**src/design/ptc_pkg.sv**
```systemverilog
// Package: types and helpers for the pressure and temperature compensation pipeline.
package ptc_pkg;

  localparam int unsigned NumStages = 45;
  localparam int unsigned DivBits = 32;

  typedef enum logic [1:0] {
    REG_TEMP_CALIB = 2'd0,
    REG_PRESS_LOW  = 2'd1,
    REG_PRESS_HIGH = 2'd2,
    REG_PRESS_P9   = 2'd3
  } reg_index_t;

  typedef struct packed {
    logic [19:0] adc_temperature;
    logic [19:0] adc_pressure;
  } ptc_in_t;

  typedef struct packed {
    logic signed [31:0] temperature_centi;
    logic signed [31:0] fine_temperature;
    logic [31:0]        pressure_comp;
    logic               pressure_valid;
  } ptc_out_t;

  // Arithmetic right shift of a 32-bit word.
  function automatic logic [31:0] asr(input logic [31:0] x, input logic [4:0] n);
    asr = 32'($signed(x) >>> n);
  endfunction

  function automatic logic [31:0] sx16(input logic [15:0] v);
    sx16 = {{16{v[15]}}, v};
  endfunction

  function automatic logic [31:0] mul32(input logic [31:0] a, input logic [31:0] b);
    logic [63:0] f;
    f = a * b;
    mul32 = f[31:0];
  endfunction

endpackage

```
**src/design/ptc_divider.sv**
```systemverilog
// Pipelined restoring divider, one quotient bit per stage.
module ptc_divider (
  input  logic        clk,
  input  logic        en,
  input  logic [31:0] dividend,
  input  logic [31:0] divisor,
  output logic [31:0] quotient
);
  import ptc_pkg::*;

  logic [31:0] rem [DivBits+1];
  logic [31:0] quo [DivBits+1];
  logic [31:0] dvs [DivBits+1];

  assign rem[0] = '0;
  assign quo[0] = dividend;
  assign dvs[0] = divisor;

  for (genvar i = 0; i < DivBits; i++) begin : g_step
    logic [32:0] shifted;
    logic [32:0] diff;
    logic [31:0] rem_next;
    logic [31:0] quo_next;
    always_comb begin
      shifted  = {rem[i], quo[i][31]};
      diff     = shifted - {1'b0, dvs[i]};
      rem_next = diff[32] ? shifted[31:0] : diff[31:0];
      quo_next = {quo[i][30:0], ~diff[32]};
    end
    logic [31:0] rem_q;
    logic [31:0] quo_q;
    logic [31:0] dvs_q;
    always_ff @(posedge clk) begin
      if (en) begin
        rem_q <= rem_next;
        quo_q <= quo_next;
        dvs_q <= dvs[i];
      end
    end
    assign rem[i+1] = rem_q;
    assign quo[i+1] = quo_q;
    assign dvs[i+1] = dvs_q;
  end

  assign quotient = quo[DivBits];
endmodule

```
**config.mk**
```make
export PLATFORM = sky130hd
export DESIGN_NAME = ptc_divider
export DESIGN_NICKNAME = d
export VERILOG_FILES = /design/src/design/ptc_pkg.sv /design/src/design/ptc_divider.sv
export SDC_FILE = /design/constraint.sdc
export NUM_CORES = 2
export LEC_CHECK = 0
export ABC_AREA = 0
export BUFFER_PORTS_ARGS = -buffer_cell sky130_fd_sc_hd__buf_2
export CAP_MARGIN = 10
export CORE_MARGIN = 8
export CORE_UTILIZATION = 55
export DETAILED_ROUTE_END_ITERATION = 10
export PLACE_DENSITY = 0.67
export SLEW_MARGIN = 0
export SYNTH_ARGS = -nofsm -noshare
export SYNTH_HDL_FRONTEND = slang
export SYNTH_SLANG_ARGS = --single-unit
```
**constraint.sdc**
```tcl
create_clock -name clk -period 6.5 [get_ports clk]
set_clock_uncertainty 0.15 [all_clocks]
set_input_delay 0.975 -clock clk [delete_from_list [all_inputs] [get_ports clk]]
set_output_delay 0.975 -clock clk [all_outputs]
set_load 0.01 [all_outputs]
```
==> results by group <==
Die
  – Initial Util: 55.1%
  – Die area: 299,000 um2
  – Placeable core area: 281,000 um2
  – FP Rows: 195
  – Die H: 547 um
  – Die Span X: 547 um
  – IO Pins: 98

Synth
  – Async SR Flop Fraction: 0%
  – Post-synth EDFFs: 3,008
  – Synthesized cell area: 155,000 um2
  – YS warnings: 0
  – Largest area contributor in the netlist: edfxtp_1
  – Mapped Cells: 12,300
  – Most frequent cell after synthesis: edfxtp_1
  – Avg Inst Size Synth: 12.6 um2
  – Post-synth cell types: 91
  – Most used DFF post-synth: edfxtp_1
  – Synth cell count leaders: edfxtp_1 (3,008), inv_1 (1,212), ha_1 (993)
  – Area contributors post-synth: edfxtp_1 (58%), ha_1 (8.0%), mux2_2 (4.8%)
  – Seq/Total Area, Yosys: 58.3%
  – Yosys reg bits: 3,008
  – Post-synth top area share: 58.3%

Worst setup path
  – Critical Path Stages: 14
  – WP buf/inv: 2
  – Worst path slowest cell: a2111oi_0
  – Nature of the critical path startpoint: flop
  – Worst reg2reg path depth: 14
  – Cell Chain, Critical Path: ha_1, fa_1, nand2b_1, a21boi_0, o21ai_0, a2111oi_0, buf_4, a211o_1, o21ai_1, o211ai_1, a21oi_1, xor2_4, buf_4, mux2_2
  – Critical Path Sink Type: flop
  – Crit path max fanout: 33
  – CP top delay family: compound AO/OA/AOI/OAI gates
  – WP data required: 6.97 ns
  – Worst path max stage delay: 0.83 ns
  – Arrival time worst endpoint: 5.62 ns
  – Setup Crit Path Kind: flop to flop
  – Worst path most repeated cell: buf_4

Final layout
  – Final Util: 60.7%
  – Share of layout cells above drive strength 1: 11.0%
  – Final nets: 13,600
  – Area Growth Syn to Fin: 10.2%
  – Design area: 171,000 um2

Placed design
  – Placement Cell Area: 160,000 um2
  – GPL Wtd Cong: 0.915
  – Port Buffer Count: 97
  – Final HPWL DP: 255 mm
  – DP Worst Slack: 1.38 ns

Clock network
  – Htree depth: 5
  – CTS max path bufs: 4
  – Worst skew pair latency: 0.92 ns
  – CTS tree: built
  – Post-CTS setup buffers: 0
  – Root Buffer: clkbuf_16
  – Clock-pin slew on the worst setup and hold paths: 0.06 ns
  – # clock sinks: 3,008
  – TritonCTS buffer count: 323
  – PostCTS Resize Cnt: 0

Drt
  – Via density: 5.82
  – DR vias: 96,300
  – Post-route antenna net violation count: 0
  – Initial DRT Pass Iterations: 6
  – Drt drc: 0
  – Initial drt markers: 7,470
  – Wirelength per Cell: 20.7 um
  – Total Routed Length: 343 mm

Power and ir drop
  – NetSw: 32.8 mW
  – Sw frac: 36.3%
  – Final Power: 90.2 mW
  – Sequential share of power: 35.1%
  – Clock share of power: 20.1%
  – Int Pwr: 57.4 mW
  – Logic gate share of total power: 44.8%
  – Leak: 68.4 nW
  – Max IR drop VDD: 329 uV
  – Cell Pwr Density: 529 nW/um2

STA
  – Max_slew headroom: 17.9%
  – Minimum clock period after layout: 5.16 ns
  – Max-slew violations: 0
  – Max frequency: 0.194 GHz
  – Unrepaired setup endpoints after global routing: no
  – # setup viols final: 0
  – Least-Margin Pin Slew: 1.23 ns
  – Hold Violations, Final: 0
  – TNS Setup: 0 ns
  – Final Cycle Share: 79.4%
  – Final Worst Setup Slack: 1.34 ns

GRT
  – Pin count of the biggest net entering global routing: 178
  – GRT Total Usage: 22.3%
  – Antenna violations before repair: 7
  – Grt total ovfl: 0
  – Vias in the first global route: 94,800
  – Global-route wire length before repair: 534 mm

Hold path
  – Hold Crit Class: primary input to flop
  – Hold Path Depth: 1

Outcome
  – Status: completed

Flow run
  – Number of max-cap violations: 0
[final cells by class]
class                   count  area, um2
clock buffers             381       8360
fillers                 22100     110000
multi-input cells        7812      59100
repair buffers            193       1430
clock inverters           197       2220
inverters                1214       4560
well taps                3743       4680
flip-flops and latches   3008      90300
diodes                      1       2.50
[sequential cells by signal (all words and copies together), names as in the netlist]
signal and count:
g_step.dvs_q 992, g_step.quo_q 992, g_step.rem_q 992, quotient 32
[path summary, 6_finish.rpt]
path                                        endpoint  slack [ns]           startpoint
worst max-delay path            g_step[22].rem_q[18]        1.34  g_step[21].dvs_q[0]
worst min-delay path             g_step[0].dvs_q[19]        0.09          divisor[19]
worst max register to register  g_step[22].rem_q[18]        1.34  g_step[21].dvs_q[0]
worst min register to register   g_step[3].quo_q[22]        0.25  g_step[2].quo_q[21]
[power groups by stage]
stage                     combinational, mW  sequential (mW)  clock (mW)
after floorplan                        31.6             29.9           0
after global routing                   44.6             32.0        19.4
after CTS                              40.3             31.7        18.7
after detailed placement               39.9             32.1           0
final                                  40.4             31.6        18.1
after global placement                 39.1             32.1           0
[layout by cell type, fill, tap and decap left out, drive strengths merged, types with 193 or more instances in the layout]
cell    Yosys  layout
xor2      288     288
nor2      522     522
ha        993     993
a21o      505     505
edfxtp   3008    3008
nand3     193     193
inv      1214    1220
mux2      706     706
clkbuf    244     381
a21oi     877     877
nand2     653     653
o21ai     666     666
xnor2     509     509
[metal layers]
metal | part of all wire, % | track usage (%) | wire length [um]
met5 | 0 | 0 | 0
met2 | 50 | 39.2 | 171000
met3 | 4.1 | 2.45 | 14100
met1 | 43 | 28.9 | 146000
met4 | 3.4 | 7.29 | 11600
[logic make-up (layout without fill, tap and decap cells)]
family          count (synthesis)  after routing  share of synthesized area [%]
buf+inv                      1524           1985                           3.76
flops                        3008           3008                           58.3
compound gates               3046           3046                           12.7
fa+ha+maj                    1023           1023                           8.41
other cells                     1             16                        0.00242
mux                           778            778                           5.60
simple gates                 2153           2153                           6.71
xor+xnor                      797            797                           4.52
[through the flow]
stage	cells	hold WS, ns
2_1_floorplan	12300	0.250
3_3_place_gp	16000	0.250
3_5_place_dp	16000	0.255
4_1_cts	16500	0.00121
5_1_grt	16500	0.0477
6_report	16500	0.0940
[what timing repair did]
action | 4_1_cts | 5_1_grt
hold buffers | 4 | 0
hold endpoints to repair | 4 | 0
endpoints found under the setup margin | 0 | 0
Power figures use the tool's default switching activity.
